<file path="config.mk">
export PLATFORM = sky130hd
export DESIGN_NAME = ordered_list_engine_core
export DESIGN_NICKNAME = d
export VERILOG_FILES = /design/src/design/olist_pkg.sv /design/src/design/olist_ram.sv /design/src/design/olist_ctrl.sv /design/src/design/olist_dp.sv /design/src/design/ordered_list_engine_core.sv
export SDC_FILE = /design/constraint.sdc
export NUM_CORES = 1
export LEC_CHECK = 0
export BUFFER_PORTS_ARGS = -buffer_cell sky130_fd_sc_hd__buf_2
export CAP_MARGIN = 10
export CORE_ASPECT_RATIO = 1.25
export CORE_MARGIN = 2
export CORE_UTILIZATION = 45
export CTS_CLUSTER_SIZE = 25
export DETAILED_ROUTE_END_ITERATION = 10
export HOLD_SLACK_MARGIN = 0.12
export PLACE_DENSITY_LB_ADDON = 0.1
export SLEW_MARGIN = 0
export SYNTH_ARGS = -nofsm -noshare
export SYNTH_HDL_FRONTEND = slang
export SYNTH_SLANG_ARGS = --single-unit
</file>
<file path="constraint.sdc">
create_clock -name clk -period 9.2 [get_ports clk]
set_input_delay 0.46 -clock clk [delete_from_list [all_inputs] [get_ports clk]]
set_output_delay 0.46 -clock clk [all_outputs]
set_load 0.05 [all_outputs]
</file>
<file path="src/design/olist_pkg.sv">
// Shared types, codes and widths for the ordered list engine.
package olist_pkg;

  localparam int DEF_MAX_ENTRIES = 16;

  localparam int KIND_W     = 3;
  localparam int VAL_W      = 32;
  localparam int STATUS_W   = 2;
  localparam int LEN_W      = 5;
  localparam int S_TDATA_W  = 72;
  localparam int M_TDATA_W  = 40;
  localparam int M_PAD_W    = M_TDATA_W - STATUS_W - VAL_W - LEN_W;

  typedef enum logic [KIND_W-1:0] {
    KIND_PUSH_BACK  = 3'd0,
    KIND_PUSH_FRONT = 3'd1,
    KIND_INSERT     = 3'd2,
    KIND_POP_BACK   = 3'd3,
    KIND_POP_FRONT  = 3'd4,
    KIND_DELETE     = 3'd5
  } kind_t;

  typedef enum logic [STATUS_W-1:0] {
    ST_OK       = 2'd0,
    ST_EMPTY    = 2'd1,
    ST_FULL     = 2'd2,
    ST_NOTFOUND = 2'd3
  } status_t;

  typedef enum logic [3:0] {
    CMD_NONE,
    CMD_LOAD,
    CMD_SEARCH,
    CMD_SHR_INIT,
    CMD_SHR,
    CMD_PUT,
    CMD_SHL_INIT,
    CMD_SHL,
    CMD_DROP,
    CMD_FINISH
  } cmd_op_t;

  typedef struct packed {
    cmd_op_t op;
    status_t status;
  } dp_cmd_t;

  typedef struct packed {
    logic [KIND_W-1:0] kind;
    logic              full;
    logic              empty;
    logic              found;
    logic              exhausted;
    logic              shr_done;
    logic              shl_done;
    logic              out_free;
  } dp_sts_t;

endpackage

</file>
<file path="src/design/olist_ram.sv">
// Generic single-write, single-read RAM with registered read data.
module olist_ram #(
  parameter int WIDTH = 32,
  parameter int DEPTH = 16
) (
  input  logic                     clk,
  input  logic                     wr_en,
  input  logic [$clog2(DEPTH)-1:0] wr_addr,
  input  logic [WIDTH-1:0]         wr_data,
  input  logic                     rd_en,
  input  logic [$clog2(DEPTH)-1:0] rd_addr,
  output logic [WIDTH-1:0]         rd_data
);

  logic [WIDTH-1:0] mem [DEPTH];

  always_ff @(posedge clk) begin
    if (wr_en) begin
      mem[wr_addr] <= wr_data;
    end
    if (rd_en) begin
      rd_data <= mem[rd_addr];
    end
  end

endmodule

</file>
<file path="src/design/olist_ctrl.sv">
// Controller state machine: sequences search, shift and result steps.
module olist_ctrl (
  input  logic             clk,
  input  logic             rst,
  input  logic             in_valid,
  output logic             in_ready,
  output olist_pkg::dp_cmd_t cmd,
  input  olist_pkg::dp_sts_t sts
);
  import olist_pkg::*;

  typedef enum logic [3:0] {
    S_IDLE,
    S_DECIDE,
    S_SEARCH,
    S_SHR_INIT,
    S_SHR,
    S_PUT,
    S_SHL_INIT,
    S_SHL,
    S_DROP,
    S_DONE
  } state_t;

  state_t  state;
  status_t st;

  assign in_ready   = (state == S_IDLE);

  always_comb begin
    cmd.status = st;
    unique case (state)
      S_IDLE:     cmd.op = in_valid ? CMD_LOAD : CMD_NONE;
      S_DECIDE:   cmd.op = CMD_NONE;
      S_SEARCH:   cmd.op = CMD_SEARCH;
      S_SHR_INIT: cmd.op = CMD_SHR_INIT;
      S_SHR:      cmd.op = CMD_SHR;
      S_PUT:      cmd.op = CMD_PUT;
      S_SHL_INIT: cmd.op = CMD_SHL_INIT;
      S_SHL:      cmd.op = CMD_SHL;
      S_DROP:     cmd.op = CMD_DROP;
      S_DONE:     cmd.op = sts.out_free ? CMD_FINISH : CMD_NONE;
      default:    cmd.op = CMD_NONE;
    endcase
  end

  always_ff @(posedge clk) begin
    if (rst) begin
      state <= S_IDLE;
      st    <= ST_OK;
    end else begin
      unique case (state)
        S_IDLE: begin
          if (in_valid) begin
            state <= S_DECIDE;
            st    <= ST_OK;
          end
        end
        S_DECIDE: begin
          unique case (sts.kind)
            KIND_PUSH_BACK, KIND_PUSH_FRONT: begin
              if (sts.full) begin
                st    <= ST_FULL;
                state <= S_DONE;
              end else begin
                state <= S_SHR_INIT;
              end
            end
            KIND_INSERT: begin
              if (sts.full) begin
                st    <= ST_FULL;
                state <= S_DONE;
              end else begin
                state <= S_SEARCH;
              end
            end
            KIND_POP_BACK, KIND_POP_FRONT: begin
              if (sts.empty) begin
                st    <= ST_EMPTY;
                state <= S_DONE;
              end else begin
                state <= S_SHL_INIT;
              end
            end
            KIND_DELETE: begin
              if (sts.empty) begin
                st    <= ST_EMPTY;
                state <= S_DONE;
              end else begin
                state <= S_SEARCH;
              end
            end
            default: state <= S_DONE;
          endcase
        end
        S_SEARCH: begin
          if (sts.found) begin
            state <= (sts.kind == KIND_INSERT) ? S_SHR_INIT : S_SHL_INIT;
          end else if (sts.exhausted) begin
            st    <= ST_NOTFOUND;
            state <= S_DONE;
          end
        end
        S_SHR_INIT: state <= S_SHR;
        S_SHR: begin
          if (sts.shr_done) begin
            state <= S_PUT;
          end
        end
        S_PUT:      state <= S_DONE;
        S_SHL_INIT: state <= S_SHL;
        S_SHL: begin
          if (sts.shl_done) begin
            state <= S_DROP;
          end
        end
        S_DROP:     state <= S_DONE;
        S_DONE: begin
          if (sts.out_free) begin
            state <= S_IDLE;
          end
        end
        default:    state <= S_IDLE;
      endcase
    end
  end

endmodule

</file>
<file path="src/design/olist_dp.sv">
// Datapath: item registers, entry RAM, walk pointers and result register.
module olist_dp #(
  parameter int MAX_ENTRIES = olist_pkg::DEF_MAX_ENTRIES
) (
  input  logic                                clk,
  input  logic                                rst,
  input  logic        [olist_pkg::KIND_W-1:0] in_kind,
  input  logic signed [olist_pkg::VAL_W-1:0]  in_value,
  input  logic signed [olist_pkg::VAL_W-1:0]  in_key,
  input  olist_pkg::dp_cmd_t                  cmd,
  output olist_pkg::dp_sts_t                  sts,
  output logic                                out_valid,
  input  logic                                out_ready,
  output olist_pkg::status_t                  out_status,
  output logic signed [olist_pkg::VAL_W-1:0]  out_removed,
  output logic        [olist_pkg::LEN_W-1:0]  out_length
);
  import olist_pkg::*;

  localparam int CW = $clog2(MAX_ENTRIES + 1);
  localparam int AW = $clog2(MAX_ENTRIES);

  logic        [KIND_W-1:0] kind_q;
  logic signed [VAL_W-1:0]  value_q;
  logic signed [VAL_W-1:0]  key_q;
  logic        [VAL_W-1:0]  removed;
  logic        [CW-1:0]     count;
  logic        [CW-1:0]     ptr;
  logic        [CW-1:0]     pos;
  logic        [CW-1:0]     lag_ptr;
  logic                     lag_vld;

  logic [CW-1:0]    ptr_inc, ptr_dec, lag_up, lag_dn, pos_init;
  logic             more_up, more_dn, match;
  logic             wr_en, rd_en;
  logic [AW-1:0]    wr_addr, rd_addr;
  logic [VAL_W-1:0] wr_data, rd_data;

  olist_ram #(
    .WIDTH(VAL_W),
    .DEPTH(MAX_ENTRIES)
  ) u_entries (
    .clk    (clk),
    .wr_en  (wr_en),
    .wr_addr(wr_addr),
    .wr_data(wr_data),
    .rd_en  (rd_en),
    .rd_addr(rd_addr),
    .rd_data(rd_data)
  );

  assign ptr_inc = ptr + 1'b1;
  assign ptr_dec = ptr - 1'b1;
  assign lag_up  = lag_ptr + 1'b1;
  assign lag_dn  = lag_ptr - 1'b1;
  assign more_up = ptr < count;
  assign more_dn = ptr > pos;
  assign match   = lag_vld && (rd_data == $unsigned(key_q));

  always_comb begin
    unique case (kind_q)
      KIND_PUSH_BACK:            pos_init = count;
      KIND_POP_BACK:             pos_init = count - 1'b1;
      KIND_INSERT, KIND_DELETE:  pos_init = pos;
      default:                   pos_init = '0;
    endcase
  end

  assign sts.kind      = kind_q;
  assign sts.full      = (count == CW'(MAX_ENTRIES));
  assign sts.empty     = (count == '0);
  assign sts.found     = match;
  assign sts.exhausted = !match && !more_up;
  assign sts.shr_done  = !lag_vld && (ptr == pos);
  assign sts.shl_done  = !lag_vld && !more_up;
  assign sts.out_free  = !out_valid || out_ready;

  // Shifts read one entry per beat and write the one read the beat before.
  always_comb begin
    rd_en   = 1'b0;
    rd_addr = ptr[AW-1:0];
    wr_en   = 1'b0;
    wr_addr = pos[AW-1:0];
    wr_data = rd_data;
    unique case (cmd.op)
      CMD_SEARCH: begin
        rd_en = more_up;
      end
      CMD_SHR: begin
        rd_en   = more_dn;
        rd_addr = ptr_dec[AW-1:0];
        wr_en   = lag_vld;
        wr_addr = lag_up[AW-1:0];
      end
      CMD_SHL: begin
        rd_en   = more_up;
        wr_en   = lag_vld && (lag_ptr != pos);
        wr_addr = lag_dn[AW-1:0];
      end
      CMD_PUT: begin
        wr_en   = 1'b1;
        wr_data = value_q;
      end
      default: ;
    endcase
  end

  always_ff @(posedge clk) begin
    if (rst) begin
      count     <= '0;
      lag_vld   <= 1'b0;
      out_valid <= 1'b0;
    end else begin
      // load a new result, else drop the one just taken
      if (cmd.op == CMD_FINISH) begin
        out_valid <= 1'b1;
      end else if (out_valid && out_ready) begin
        out_valid <= 1'b0;
      end
      unique case (cmd.op)
        CMD_LOAD:                   lag_vld <= 1'b0;
        CMD_SEARCH, CMD_SHL:        lag_vld <= more_up;
        CMD_SHR:                    lag_vld <= more_dn;
        CMD_SHR_INIT, CMD_SHL_INIT: lag_vld <= 1'b0;
        CMD_PUT:                    count   <= count + 1'b1;
        CMD_DROP:                   count   <= count - 1'b1;
        default: ;
      endcase
    end
  end

  always_ff @(posedge clk) begin
    unique case (cmd.op)
      CMD_LOAD: begin
        kind_q  <= in_kind;
        value_q <= in_value;
        key_q   <= in_key;
        removed <= '0;
        ptr     <= '0;
      end
      CMD_SEARCH: begin
        if (more_up) begin
          ptr     <= ptr_inc;
          lag_ptr <= ptr;
        end
        if (match) begin
          pos <= lag_ptr;
        end
      end
      CMD_SHR_INIT: begin
        pos <= pos_init;
        ptr <= count;
      end
      CMD_SHR: begin
        if (more_dn) begin
          ptr     <= ptr_dec;
          lag_ptr <= ptr_dec;
        end
      end
      CMD_SHL_INIT: begin
        pos <= pos_init;
        ptr <= pos_init;
      end
      CMD_SHL: begin
        if (more_up) begin
          ptr     <= ptr_inc;
          lag_ptr <= ptr;
        end
        // capture the entry being taken out instead of moving it
        if (lag_vld && (lag_ptr == pos)) begin
          removed <= rd_data;
        end
      end
      CMD_FINISH: begin
        out_status  <= cmd.status;
        out_removed <= removed;
        out_length  <= LEN_W'(count);
      end
      default: ;
    endcase
  end

endmodule

</file>
<file path="src/design/ordered_list_engine_core.sv">
// Sequence: an unused kind or a refused request goes from decode straight to the result beat,
// a push back shifts and then puts, and an insert or delete searches and then shifts.
// Throughput: one request at a time; a search or shift step is one RAM read per cycle, and a
// result beat held by m_tready stalls the next finish.
// A finished result waits in the output register while the next beat is accepted.
// Reset (rst, synchronous) empties the list and drops any pending result.
module ordered_list_engine_core #(
  parameter int MAX_ENTRIES = olist_pkg::DEF_MAX_ENTRIES
) (
  input  logic                              clk,
  input  logic                              rst,
  input  logic                              s_tvalid,
  output logic                              s_tready,
  input  logic [olist_pkg::S_TDATA_W-1:0]   s_tdata,  // value[31:0], key[63:32], zero pad
  input  logic [olist_pkg::KIND_W-1:0]      s_tuser,  // kind[2:0]
  output logic                              m_tvalid,
  input  logic                              m_tready,
  output logic [olist_pkg::M_TDATA_W-1:0]   m_tdata   // status, removed_value, length, pad
);
  import olist_pkg::*;

  dp_cmd_t                  cmd;
  dp_sts_t                  sts;
  status_t                  out_status;
  logic signed [VAL_W-1:0]  out_removed;
  logic        [LEN_W-1:0]  out_length;

  olist_ctrl u_ctrl (
    .clk     (clk),
    .rst     (rst),
    .in_valid(s_tvalid),
    .in_ready(s_tready),
    .cmd     (cmd),
    .sts     (sts)
  );

  olist_dp #(
    .MAX_ENTRIES(MAX_ENTRIES)
  ) u_dp (
    .clk        (clk),
    .rst        (rst),
    .in_kind    (s_tuser),
    .in_value   (s_tdata[VAL_W-1:0]),
    .in_key     (s_tdata[2*VAL_W-1:VAL_W]),
    .cmd        (cmd),
    .sts        (sts),
    .out_valid  (m_tvalid),
    .out_ready  (m_tready),
    .out_status (out_status),
    .out_removed(out_removed),
    .out_length (out_length)
  );

  assign m_tdata = {{M_PAD_W{1'b0}}, out_length, out_removed, out_status};

  a_one_at_a_time: assert property (@(posedge clk) disable iff (rst)
    s_tvalid && s_tready |=> !s_tready)
    else $error("new beat accepted while a request is in progress");

  a_full_length: assert property (@(posedge clk) disable iff (rst)
    m_tvalid && (out_status == ST_FULL) |-> out_length == LEN_W'(MAX_ENTRIES))
    else $error("full status with a list that is not full");

  a_empty_length: assert property (@(posedge clk) disable iff (rst)
    m_tvalid && (out_status == ST_EMPTY) |-> out_length == '0)
    else $error("empty status with a non-empty list");

  a_removed_zero: assert property (@(posedge clk) disable iff (rst)
    m_tvalid && (out_status != ST_OK) |-> out_removed == '0)
    else $error("removed value reported on a failed request");

endmodule
</file>
==> insert_results.sql, run 1 <==
INSERT INTO impl_metrics (metric_group, metric, value, unit) VALUES
('synth', 'syn_nets', '1523', ''),
('synth', 'synthDistinctLibCells', '62', ''),
('floorplan', 'floorplan.die.width', '227', 'um'),
('cells_and_area', 'layout.filler_cells', '5013', ''),
('global_route', 'overflow', '0', ''),
('cells_and_area', 'final_util', '52.6', '%'),
('critical_path', 'crit_start', 'u_ctrl.state[2]', ''),
('synth', 'synth_top_cell_by_area', 'edfxtp_1', ''),
('synth', 'ys_seq_elements', '710', ''),
('sta', 'finalClockSkew', '0.0210', 'ns'),
('synth', 'most_numerous_cell_types_in_the_synthesized_netlist', 'edfxtp_1 (697), mux4_2 (150), nand2_1 (143)', ''),
('synth', 'synth_largest_type_area_fraction', '74.7', '%'),
('sta', 'final.period_utilization', '46.2', '%'),
('synth', 'synth_seq_area_share', '75.6', '%'),
('synth', 'synth_ff_type', 'edfxtp_1', ''),
('clocking', 'cts_inserted_buffers', '72', ''),
('critical_path', 'reg2regPathDepth', '11', ''),
('critical_path', 'worstSetupEndpoint', 'u_dp.u_entries.mem[7][27]', ''),
('floorplan', 'fp.dieArea', '64300', 'um2'),
('clocking', 'ctsHtreeMaxLevel', '3', ''),
('global_route', 'number_of_antenna_violations_at_the_first_check_in_global_routing', '3', ''),
('critical_path', 'cp.arrival', '4.50', 'ns'),
('cells_and_area', 'areaGrowthSynthToFinish', '16.1', '%'),
('route', 'viasPerCell', '5.56', ''),
('synth', 'gate_count_post_synth', '1425', ''),
('critical_path', 'timing.critical_path.fanout_max', '17', ''),
('cells_and_area', 'finalNetCount', '1742', ''),
('clocking', 'tritoncts', 'built', ''),
('clocking', 'post_cts.repair.setup_buffers', '0', ''),
('route', 'wirelength_per_cell', '27.1', 'um'),
('min_path', 'hold_path_class', 'input port to register', ''),
('placement', 'io_buffer_count', '111', ''),
('global_route', 'grt_first_pass_wirelength', '98.8', 'mm'),
('status', 'run_status', 'completed', ''),
('critical_path', 'worst_path_dominant_cell_family', 'simple AND/OR/NAND/NOR gates', ''),
('critical_path', 'critical-path-top-cell-by-count', 'a21oi_1', ''),
('synth', 'asyncSetResetFlopFracSynth', '0', '%'),
('global_route', 'first_global_vias', '14500', ''),
('route', 'finalWirelength', '68.5', 'mm'),
('power_and_ir_drop', 'leakagePower', '0.0107', 'uW'),
('synth', 'post_synth_main_area_contributors', 'edfxtp_1 (75%), mux4_2 (12%), nand2_1 (1.9%), xnor2_1 (1.3%), mux4_1 (0.94%)', ''),
('cells_and_area', 'area_of_combinational_cells_with_multiple_inputs', '6540', 'um2'),
('sta', 'finalHoldViolCount', '0', ''),
('critical_path', 'endpoint_kind', 'register', ''),
('synth', 'post_synth_edffs', '697', ''),
('sta', 'grt_setup_unrepaired', 'no', ''),
('critical_path', 'ff2ff_setup_slack', '4.95', 'ns'),
('placement', 'dp_hpwl', '37.2', 'mm'),
('critical_path', 'max_stage_delay', '0.73', 'ns'),
('global_route', 'track_usage', '21.7', '%'),
('clocking', 'path_clk_slew', '0.06', 'ns'),
('critical_path', 'critical_path_top_delay_cell', 'dfxtp_1', ''),
('route', 'initialDrtViolationCount', '1222', ''),
('route', 'remaining_drc_errors', '0', ''),
('synth', 'ys_warn_count', '0', ''),
('clocking', 'worst_skew_pair.late_latency', '0.61', 'ns'),
('floorplan', 'floorplan.initialDensity', '45.4', '%'),
('sta', 'min_period', '4.25', 'ns'),
('route', 'routed-via-count', '14100', ''),
('global_route', 'grt_start_max_net_pins', '129', ''),
('sta', 'slew-limit-headroom', '23.6', '%'),
('floorplan', 'area_of_the_core_region', '61800', 'um2'),
('critical_path', 'path_cells', 'nand2_1 -> nor2_2 -> ha_1 -> a21o_1 -> a21oi_1 -> xnor2_1 -> mux2i_1 -> a21oi_1 -> or2_2 -> nor2_4 -> buf_4', ''),
('critical_path', 'reg2reg_to', 'u_dp.u_entries.mem[7][27]', ''),
('floorplan', 'chipHeight', '283', 'um'),
('clocking', 'tritoncts_num_sinks', '710', ''),
('power_and_ir_drop', 'vdd_ir_drop_max', '0.000236', 'V'),
('critical_path', 'worstPathBufferInverterCount', '1', ''),
('run', 'drv.max_cap_violation_count', '0', ''),
('critical_path', 'critPathRequiredTime', '9.46', 'ns'),
('sta', 'finalSetupViolCount', '0', '');
per-layer routing:
| layer | track usage [%] | share of wire (%) | vias to the layer above | wire, um |
|---|---|---|---|---|
| met3 | 3.53 | 5.7 | 103 | 3880 |
| met1 | 29.5 | 42 | 7365 | 28700 |
| met4 | 5.98 | 2.2 | 0 | 1520 |
| met2 | 36.4 | 50 | 464 | 34500 |
| met5 | 0 | 0 | - | 0 |
| li1 | - | - | 6134 | - |
kinds of logic after synthesis:
group | synth area share, %
flops | 75.6
simple gates | 4.83
mux | 13.1
compound gates | 2.17
buf+inv | 1.68
xor+xnor | 1.71
fa+ha+maj | 0.875
other cells | 0.0134
placed cells by master (no fill, tap or decap), types with 3 or more instances in the layout:
cell type,synthesis,routed
dlygate4sd3_1,0,67
xor2_1,12,11
clkinv_2,0,9
inv_1,22,21
nand4_1,7,7
xnor2_1,41,41
buf_2,11,111
a21oi_1,27,27
nand2b_1,10,10
nor3_1,11,11
mux4_1,10,10
dfxtp_1,13,13
ha_1,18,17
or2_2,4,4
clkbuf_16,0,74
bufinv_16,0,4
o211ai_1,3,3
clkbuf_1,30,28
a221oi_1,4,4
a31oi_1,3,3
buf_4,2,27
nand2_1,143,141
a21o_1,3,3
o221ai_1,3,3
nor2_1,55,38
nor4_1,3,3
a211oi_1,4,4
and2_1,34,33
nand2_2,1,3
mux2i_1,3,3
a22oi_1,7,7
nand3_1,14,14
nor2_4,0,16
mux4_2,150,150
nor2b_1,4,4
clkinv_1,0,10
edfxtp_1,697,697
o21ai_0,25,25
flip-flops by register name (all words and copies together) (netlist names), 2 cells and up:
signal	count
u_dp.u_entries.mem	512
u_dp.key_q	32
u_dp.out_removed	32
u_dp.removed	32
u_dp.u_entries.rd_data	32
u_dp.value_q	32
u_dp.count	5
u_dp.lag_ptr	5
u_dp.out_length	5
u_dp.pos	5
u_dp.ptr	5
u_ctrl.state	4
u_dp.kind_q	3
u_ctrl.st	2
u_dp.out_status	2
per-stage QoR:
| stage | setup WS [ns] | hold slack (ns) | instances | power, uW | cell area, um2 |
|---|---|---|---|---|---|
| 2_1_floorplan | 4.85 | 0.400 | 1425 | 5700 | 28000 |
| 3_3_place_gp | 4.89 | 0.401 | 2335 | 6210 | 29600 |
| 3_5_place_dp | 4.89 | 0.405 | 2335 | 6240 | 29600 |
| 4_1_cts | 4.90 | 0.176 | 2530 | 9060 | 32500 |
| 5_1_grt | 4.73 | 0.235 | 2530 | 9330 | 32500 |
| 6_report | 4.95 | 0.223 | 2531 | 8950 | 32500 |
report_power, final:
group | internal, uW | total (uW) | switching (uW)
registers | 3890 | 4070 | 171
logic | 980 | 2090 | 1110
clock network | 1600 | 2790 | 1190
total | 6480 | 8950 | 2470
worst min-delay path by stage:
stage / to / depth (start not counted) / slack (ns) / start
finish: u_dp.out_valid / 3 / 0.22 / m_tready
global route: u_dp.count[0] / 2 / 0.23 / rst
CTS: u_dp.out_valid / 3 / 0.18 / m_tready
detailed placement: u_dp.out_removed[19] / 0 / 0.40 / u_dp.removed[19]
global placement: u_dp.out_removed[12] / 0 / 0.40 / u_dp.removed[12]
floorplan: u_dp.out_removed[0] / 0 / 0.40 / u_dp.removed[0]
final cells by class:
cell class | instances | share of cell area [%]
Tap cell | 832 | 3.20
Sequential cell | 710 | 65.2
Multi-Input combinational cell | 630 | 20.1
Antenna cell | 1 | 0.00769
Clock buffer | 103 | 6.06
Inverter | 24 | 0.289
Timing Repair Buffer | 206 | 4.46
Clock inverter | 25 | 0.712
tightest hold or removal path: cells and delay by family:
| family | cells | cell delay (ns) |
|---|---|---|
| simple gates | 1 | 0.15 |
| compound gates | 1 | 0.08 |
| buf+inv | 1 | 0.07 |
(Power assumes the default switching activity.)
==> run 2, diff against run 1 <==
- clock period: 9.2 -> 4.4 ns (I/O delays scaled with it)
==> run 2 against run 1 <==
  * First-iteration DRC count is 3.7% lower
  * Combinational power up 120%
  * Global-route usage increased by 0.17 points
  * Clock-buffer cell count is 8 lower
  * Sequential share of layout area fell by 1.2 points
==> insert_results.sql, run 2 (same netlist as run 1, synthesis figures left out) <==
INSERT INTO impl_metrics (metric_group, metric, value, unit) VALUES
('sta', 'slew-limit-headroom', '30.9', '%'),
('power_and_ir_drop', 'switchingPower', '5210', 'uW'),
('sta', 'fmaxAchievable', '0.299', 'GHz'),
('placement', 'dp_hpwl', '40.0', 'mm'),
('global_route', 'number_of_antenna_violations_at_the_first_check_in_global_routing', '1', ''),
('sta', 'finalSetupViolCount', '0', ''),
('sta', 'timing_max_transition_violations_final', '0', ''),
('clocking', 'worst_skew_pair.late_latency', '0.62', 'ns'),
('sta', 'tightest_slew', '1.04', 'ns'),
('global_route', 'overflow', '0', ''),
('power_and_ir_drop', 'swShare', '27.4', '%'),
('sta', 'grt_setup_unrepaired', 'no', ''),
('cells_and_area', 'layout-drive-gt1-share', '26.0', '%'),
('critical_path', 'criticalPathCategory', 'register to register', ''),
('clocking', 'cts_inserted_buffers', '72', ''),
('power_and_ir_drop', 'vdd_ir_drop_max', '0.000327', 'V'),
('floorplan', 'chipHeight', '283', 'um'),
('sta', 'fin_tns_setup', '0', 'ns'),
('cells_and_area', 'areaGrowthSynthToFinish', '18.3', '%'),
('critical_path', 'cp.arrival', '3.65', 'ns'),
('global_route', 'grt_first_pass_wirelength', '99.7', 'mm'),
('status', 'run_status', 'completed', ''),
('floorplan', 'floorplan.initialDensity', '45.4', '%'),
('route', 'finalWirelength', '68.9', 'mm'),
('power_and_ir_drop', 'leakagePower', '0.0110', 'uW'),
('sta', 'finalHoldViolCount', '0', ''),
('power_and_ir_drop', 'pwr-share-clk', '31.5', '%'),
('sta', 'hold_slack', '0.307', 'ns'),
('global_route', 'track_usage', '21.9', '%'),
('clocking', 'cts.repair.resized', '0', ''),
('floorplan', 'fp-row-count', '102', ''),
('power_and_ir_drop', 'power.share.sequential', '44.5', '%'),
('clocking', 'tritoncts_num_sinks', '710', ''),
('critical_path', 'worstSetupStartpointType', 'register', ''),
('cells_and_area', 'most_used_cells_in_the_layout_excluding_fill_and_tap_cells', 'edfxtp_1 (697), mux4_2 (150), nand2_1 (141), buf_2 (111), clkbuf_16 (74)', ''),
('run', 'drv.max_cap_violation_count', '0', ''),
('route', 'drtAntennaViolNets', '0', ''),
('sta', 'min_period', '3.34', 'ns'),
('floorplan', 'floorplan.die.width', '227', 'um'),
('critical_path', 'max_stage_delay', '0.43', 'ns'),
('cells_and_area', 'most_common_cell_after_layout_fill_and_taps_aside', 'edfxtp_1', ''),
('clocking', 'path_clk_slew', '0.06', 'ns'),
('route', 'viasPerCell', '5.53', ''),
('critical_path', 'path_cells', 'nand2b_1 -> nor2_2 -> ha_1 -> a21o_1 -> a21oi_1 -> xnor2_1 -> mux2i_1 -> a21oi_1 -> or2_2 -> nor2_4 -> buf_12', ''),
('floorplan', 'area_of_the_core_region', '61800', 'um2'),
('route', 'initialDrtViolationCount', '1177', ''),
('floorplan', 'boundary_pins', '121', ''),
('sta', 'finalClockSkew', '0.0229', 'ns'),
('clocking', 'tritoncts', 'built', ''),
('critical_path', 'critPathRequiredTime', '4.71', 'ns'),
('cells_and_area', 'largest_register', 'u_dp.u_entries.mem', ''),
('placement', 'finalWeightedCongestion', '0.866', ''),
('cells_and_area', 'finalNetCount', '1769', ''),
('global_route', 'grt_start_max_net_pins', '45', ''),
('min_path', 'hold_path_class', 'input port to register', ''),
('clocking', 'ctsHtreeMaxLevel', '3', ''),
('global_route', 'first_global_vias', '14700', ''),
('power_and_ir_drop', 'power_report.internal_total', '13800', 'uW'),
('critical_path', 'worstPathBufferInverterCount', '1', ''),
('critical_path', 'critical-path-top-cell-by-count', 'a21oi_1', ''),
('route', 'remaining_drc_errors', '0', ''),
('clocking', 'cts_root_buffer', 'clkbuf_16', ''),
('critical_path', 'timing.critical_path.fanout_max', '15', ''),
('sta', 'final.period_utilization', '75.9', '%'),
('cells_and_area', 'count_of_inserted_antenna_diode_cells', '0', ''),
('clocking', 'post_cts.repair.setup_buffers', '0', ''),
('cells_and_area', 'flip_flop_count_of_the_largest_register_all_copies_and_words_added', '512', ''),
('route', 'routed-via-count', '14100', ''),
('power_and_ir_drop', 'power_density', '573', 'nW/um2'),
('critical_path', 'critical_path_top_delay_cell', 'nor2_4', ''),
('power_and_ir_drop', 'power.share.combinational', '24.1', '%'),
('clocking', 'clk_buf_depth', '3', ''),
('clocking', 'hold_buffers', '71', ''),
('route', 'drt_pre_antenna_iters', '5', ''),
('placement', 'io_buffer_count', '111', ''),
('critical_path', 'worst_path_dominant_cell_family', 'simple AND/OR/NAND/NOR gates', ''),
('critical_path', 'endpoint_kind', 'register', ''),
('floorplan', 'fp.dieArea', '64300', 'um2'),
('route', 'wirelength_per_cell', '26.9', 'um');
## run 2: cell types whose count changed in the layout (fill, tap and decap cells not counted), sizes merged
cell,delta
buf,+23
clkinv,+9
clkbuf,-8
dlygate4sd3,+4
bufinv,+2
diode,-1
## run 2: path summary, 6_finish.rpt
| path | startpoint | endpoint | slack, ns | depth (start not counted) |
|---|---|---|---|---|
| worst max-delay path | u_ctrl.state[3] | u_dp.u_entries.mem[6][15] | 1.06 | 11 |
| worst min-delay path | s_tdata[0] | u_dp.value_q[0] | 0.31 | 2 |
| worst max register to register | u_ctrl.state[3] | u_dp.u_entries.mem[6][15] | 1.06 | 11 |
| worst min register to register | u_dp.removed[9] | u_dp.out_removed[9] | 0.42 | 0 |
## run 2: power groups by stage
stage / combinational [uW] / clock, uW / sequential, uW
global route: 4960 / 6380 / 8490
global placement: 4570 / 0 / 8580
CTS: 4670 / 6130 / 8450
floorplan: 3420 / 0 / 8510
detailed placement: 4620 / 0 / 8580
finish: 4580 / 5980 / 8450
## run 2: final cells by class
class | count | area, um2
clock buffer | 95 | 1940
sequential | 710 | 21200
fill | 4875 | 28600
inverter | 24 | 93.8
clock inverter | 36 | 334
timing repair buffer | 233 | 2000
multi-input combinational | 630 | 6540
tap | 832 | 1040
## run 2: through the flow
stage,cell area (um2),cells,total power [uW],setup WS [ns],utilization (%)
5_1_grt,33100,2560,19800,0.792,53.7
6_report,33100,2560,19000,1.06,53.7
3_3_place_gp,30200,2358,13100,1.07,48.8
2_1_floorplan,28000,1425,11900,0.0511,-
3_5_place_dp,30200,2358,13200,1.07,48.8
4_1_cts,33100,2560,19200,1.02,53.7
## run 2: layer usage
metal / GRT usage [%] / vias to the layer above / share of wire, %
met1: 29.4 / 7423 / 42
met5: 0 / - / 0
met3: 3.44 / 101 / 5.0
met2: 36.5 / 424 / 50
met4: 7.25 / 0 / 2.7
li1: - / 6199 / -
==> run 3, diff against run 2 <==
- clock period: 4.4 -> 2.75 ns (I/O delays scaled with it)
==> run 3 against run 2 <==
  * Total power increased by 67%
  * Clock-buffer cell count unchanged
  * Die area unchanged
  * Sequential cell count unchanged
  * Hold slack got worse by 0.086 ns
  * Core utilization increased by 3.6 points
  * Via count increased by 5.4%
  * Fmax increased by 22%
  * Final area increased by 6.6%
  * Critical endpoint is now u_dp.u_entries.mem[6][19]
==> insert_results.sql, run 3 (same netlist as run 1, synthesis figures left out) <==
INSERT INTO impl_metrics (metric_group, metric, value, unit) VALUES
('cells_and_area', 'area_of_combinational_cells_with_multiple_inputs', '6610', 'um2'),
('global_route', 'track_usage', '22.5', '%'),
('min_path', 'hold_path_startpoint', 's_tdata[12]', ''),
('sta', 'finalSetupViolCount', '0', ''),
('cells_and_area', 'most_common_cell_after_layout_fill_and_taps_aside', 'edfxtp_1', ''),
('placement', 'dp_hpwl', '44.7', 'mm'),
('route', 'remaining_drc_errors', '0', ''),
('sta', 'final.period_utilization', '99.6', '%'),
('placement', 'io_buffer_count', '111', ''),
('min_path', 'hold_path_class', 'input port to register', ''),
('power_and_ir_drop', 'report.power.total', '31700', 'uW'),
('global_route', 'overflow', '0', ''),
('cells_and_area', 'count_of_inserted_antenna_diode_cells', '0', ''),
('min_path', 'hold_path_depth', '2', ''),
('cells_and_area', 'layout.filler_cells', '4719', ''),
('route', 'wirelength_per_cell', '27.7', 'um'),
('sta', 'grt_setup_unrepaired', 'yes', ''),
('power_and_ir_drop', 'switchingPower', '8820', 'uW'),
('power_and_ir_drop', 'power.share.sequential', '42.4', '%'),
('cells_and_area', 'most_used_cells_in_the_layout_excluding_fill_and_tap_cells', 'edfxtp_1 (697), mux4_2 (150), nand2_1 (140), buf_2 (111)', ''),
('clocking', 'worst_skew_pair.late_latency', '0.63', 'ns'),
('power_and_ir_drop', 'vdd_ir_drop_max', '0.000434', 'V'),
('route', 'drtAntennaViolNets', '0', ''),
('sta', 'min_period', '2.74', 'ns'),
('placement', 'finalWeightedCongestion', '0.887', ''),
('floorplan', 'area_of_the_core_region', '61800', 'um2'),
('status', 'run_status', 'completed', ''),
('power_and_ir_drop', 'swShare', '27.9', '%'),
('cells_and_area', 'finalNetCount', '1923', ''),
('floorplan', 'fp.dieArea', '64300', 'um2'),
('route', 'drt_pre_antenna_iters', '5', ''),
('power_and_ir_drop', 'power_report.internal_total', '22800', 'uW'),
('global_route', 'number_of_antenna_violations_at_the_first_check_in_global_routing', '3', ''),
('sta', 'tightest_slew', '0.797', 'ns'),
('critical_path', 'worstSetupStartpointType', 'register', ''),
('route', 'viasPerCell', '5.50', ''),
('run', 'drv.max_cap_violation_count', '0', ''),
('cells_and_area', 'flip_flop_count_of_the_largest_register_all_copies_and_words_added', '512', ''),
('sta', 'fmaxAchievable', '0.365', 'GHz'),
('critical_path', 'criticalPathCategory', 'register to register', ''),
('power_and_ir_drop', 'power.share.combinational', '27.4', '%'),
('floorplan', 'boundary_pins', '121', ''),
('route', 'finalWirelength', '75.1', 'mm'),
('critical_path', 'timing.critical_path.fanout_max', '12', ''),
('critical_path', 'reg2regPathDepth', '12', ''),
('floorplan', 'chipHeight', '283', 'um'),
('power_and_ir_drop', 'pwr-share-clk', '30.2', '%'),
('critical_path', 'cp.arrival', '3.05', 'ns'),
('sta', 'slew-limit-headroom', '46.5', '%'),
('sta', 'timing_max_transition_violations_final', '0', ''),
('sta', 'finalClockSkew', '0.0314', 'ns'),
('clocking', 'ctsHtreeMaxLevel', '3', ''),
('cells_and_area', 'layout-drive-gt1-share', '32.5', '%'),
('power_and_ir_drop', 'leakagePower', '0.0120', 'uW'),
('clocking', 'tritoncts_num_sinks', '710', ''),
('route', 'initialDrtViolationCount', '1325', ''),
('route', 'routed-via-count', '14900', ''),
('min_path', 'worst_hold_path.endpoint', 'u_dp.value_q[12]', ''),
('cells_and_area', 'largest_register', 'u_dp.u_entries.mem', ''),
('clocking', 'path_clk_slew', '0.06', 'ns'),
('critical_path', 'ff2ff_setup_slack', '0.01', 'ns'),
('power_and_ir_drop', 'power_density', '896', 'nW/um2'),
('sta', 'finalHoldViolCount', '0', ''),
('critical_path', 'critPathRequiredTime', '3.06', 'ns'),
('floorplan', 'fp-row-count', '102', ''),
('sta', 'layout_setup_ws', '0.0110', 'ns'),
('clocking', 'cts_inserted_buffers', '73', ''),
('clocking', 'clk_buf_depth', '3', ''),
('clocking', 'cts_root_buffer', 'clkbuf_16', ''),
('critical_path', 'crit-reg2reg-launch', 'u_ctrl.state[2]', ''),
('cells_and_area', 'ff_latch_area', '21200', 'um2'),
('floorplan', 'floorplan.die.width', '227', 'um'),
('global_route', 'grt_first_pass_wirelength', '102', 'mm'),
('critical_path', 'endpoint_kind', 'register', ''),
('global_route', 'first_global_vias', '15100', ''),
('clocking', 'tritoncts', 'built', ''),
('cells_and_area', 'areaGrowthSynthToFinish', '26.1', '%'),
('global_route', 'grt_start_max_net_pins', '37', ''),
('sta', 'fin_tns_setup', '0', 'ns'),
('placement', 'place_worst_setup_slack', '-0.00155', 'ns'),
('floorplan', 'floorplan.initialDensity', '45.4', '%'),
('critical_path', 'reg2reg_to', 'u_dp.u_entries.mem[6][19]', ''),
('cells_and_area', 'final_util', '57.2', '%');
## run 3: routing by layer
layer | global-route usage (%) | up-vias | part of all wire (%)
met5 | 0 | - | 0.017
met4 | 6.63 | 2 | 2.2
met3 | 3.72 | 88 | 5.7
met2 | 36.6 | 501 | 49
met1 | 31.4 | 7827 | 43
li1 | - | 6499 | -
## run 3: how the worst max path moves through the flow
stage	start	endpoint	slack [ns]	depth (start not counted)
2_1_floorplan	u_ctrl.state[2]	u_dp.u_entries.mem[4][0]	-0.23	12
3_3_place_gp	u_ctrl.state[0]	u_dp.u_entries.rd_data[23]	0.03	9
3_5_place_dp	u_ctrl.state[0]	u_dp.u_entries.rd_data[3]	-0.002	9
4_1_cts	u_ctrl.state[0]	u_dp.u_entries.mem[15][17]	0.01	9
5_1_grt	u_ctrl.state[2]	u_dp.u_entries.mem[9][6]	-0.08	13
6_report	u_ctrl.state[2]	u_dp.u_entries.mem[6][19]	0.01	12
## run 3: worst max-delay path, cell delays in order (launching register included)
cell and delay (ns):
dfxtp_4 0.38, nand2_4 0.07, nor2_4 0.17, ha_4 0.22, a21o_1 0.18, a21oi_2 0.13, xnor2_1 0.15, mux2i_1 0.26
a21oi_2 0.13, or2_4 0.31, nor2_4 0.13, buf_4 0.14, buf_12 0.16
## run 3: power groups by stage
| stage | registers [uW] | logic [uW] | clock network, uW |
|---|---|---|---|
| after global placement | 13600 | 8490 | 0 |
| after global routing | 13500 | 9280 | 10200 |
| after floorplan | 13600 | 5510 | 0 |
| after CTS | 13400 | 8670 | 9750 |
| after detailed placement | 13600 | 8570 | 0 |
| final | 13400 | 8680 | 9550 |
## run 3: final cells by class
cell class	instances	area share, %
Sequential cell	710	60.0
Tap cell	832	2.95
Clock inverter	33	0.853
Timing Repair Buffer	386	11.6
Clock buffer	95	5.61
Multi-Input combinational cell	630	18.7
Inverter	24	0.273
## run 3: repair_timing
| item | in CTS | in global routing |
|---|---|---|
| buffers inserted | 0 | 19 |
| hold buffers | 71 | 0 |
| hold endpoints to repair | 80 | 0 |
| gates cloned | 0 | 29 |
| endpoints found under the setup margin | 6 | 501 |
| resized for setup | 1 | 33 |
| pin swaps | 0 | 8 |
## run 3: through the flow
stage / cells / hold WS [ns] / cell area, um2
2_1_floorplan: 1425 / 0.221 / 28200
3_3_place_gp: 2463 / 0.313 / 31300
3_5_place_dp: 2463 / 0.316 / 31300
4_1_cts: 2662 / 0.190 / 34300
5_1_grt: 2710 / 0.208 / 35300
6_report: 2710 / 0.221 / 35300
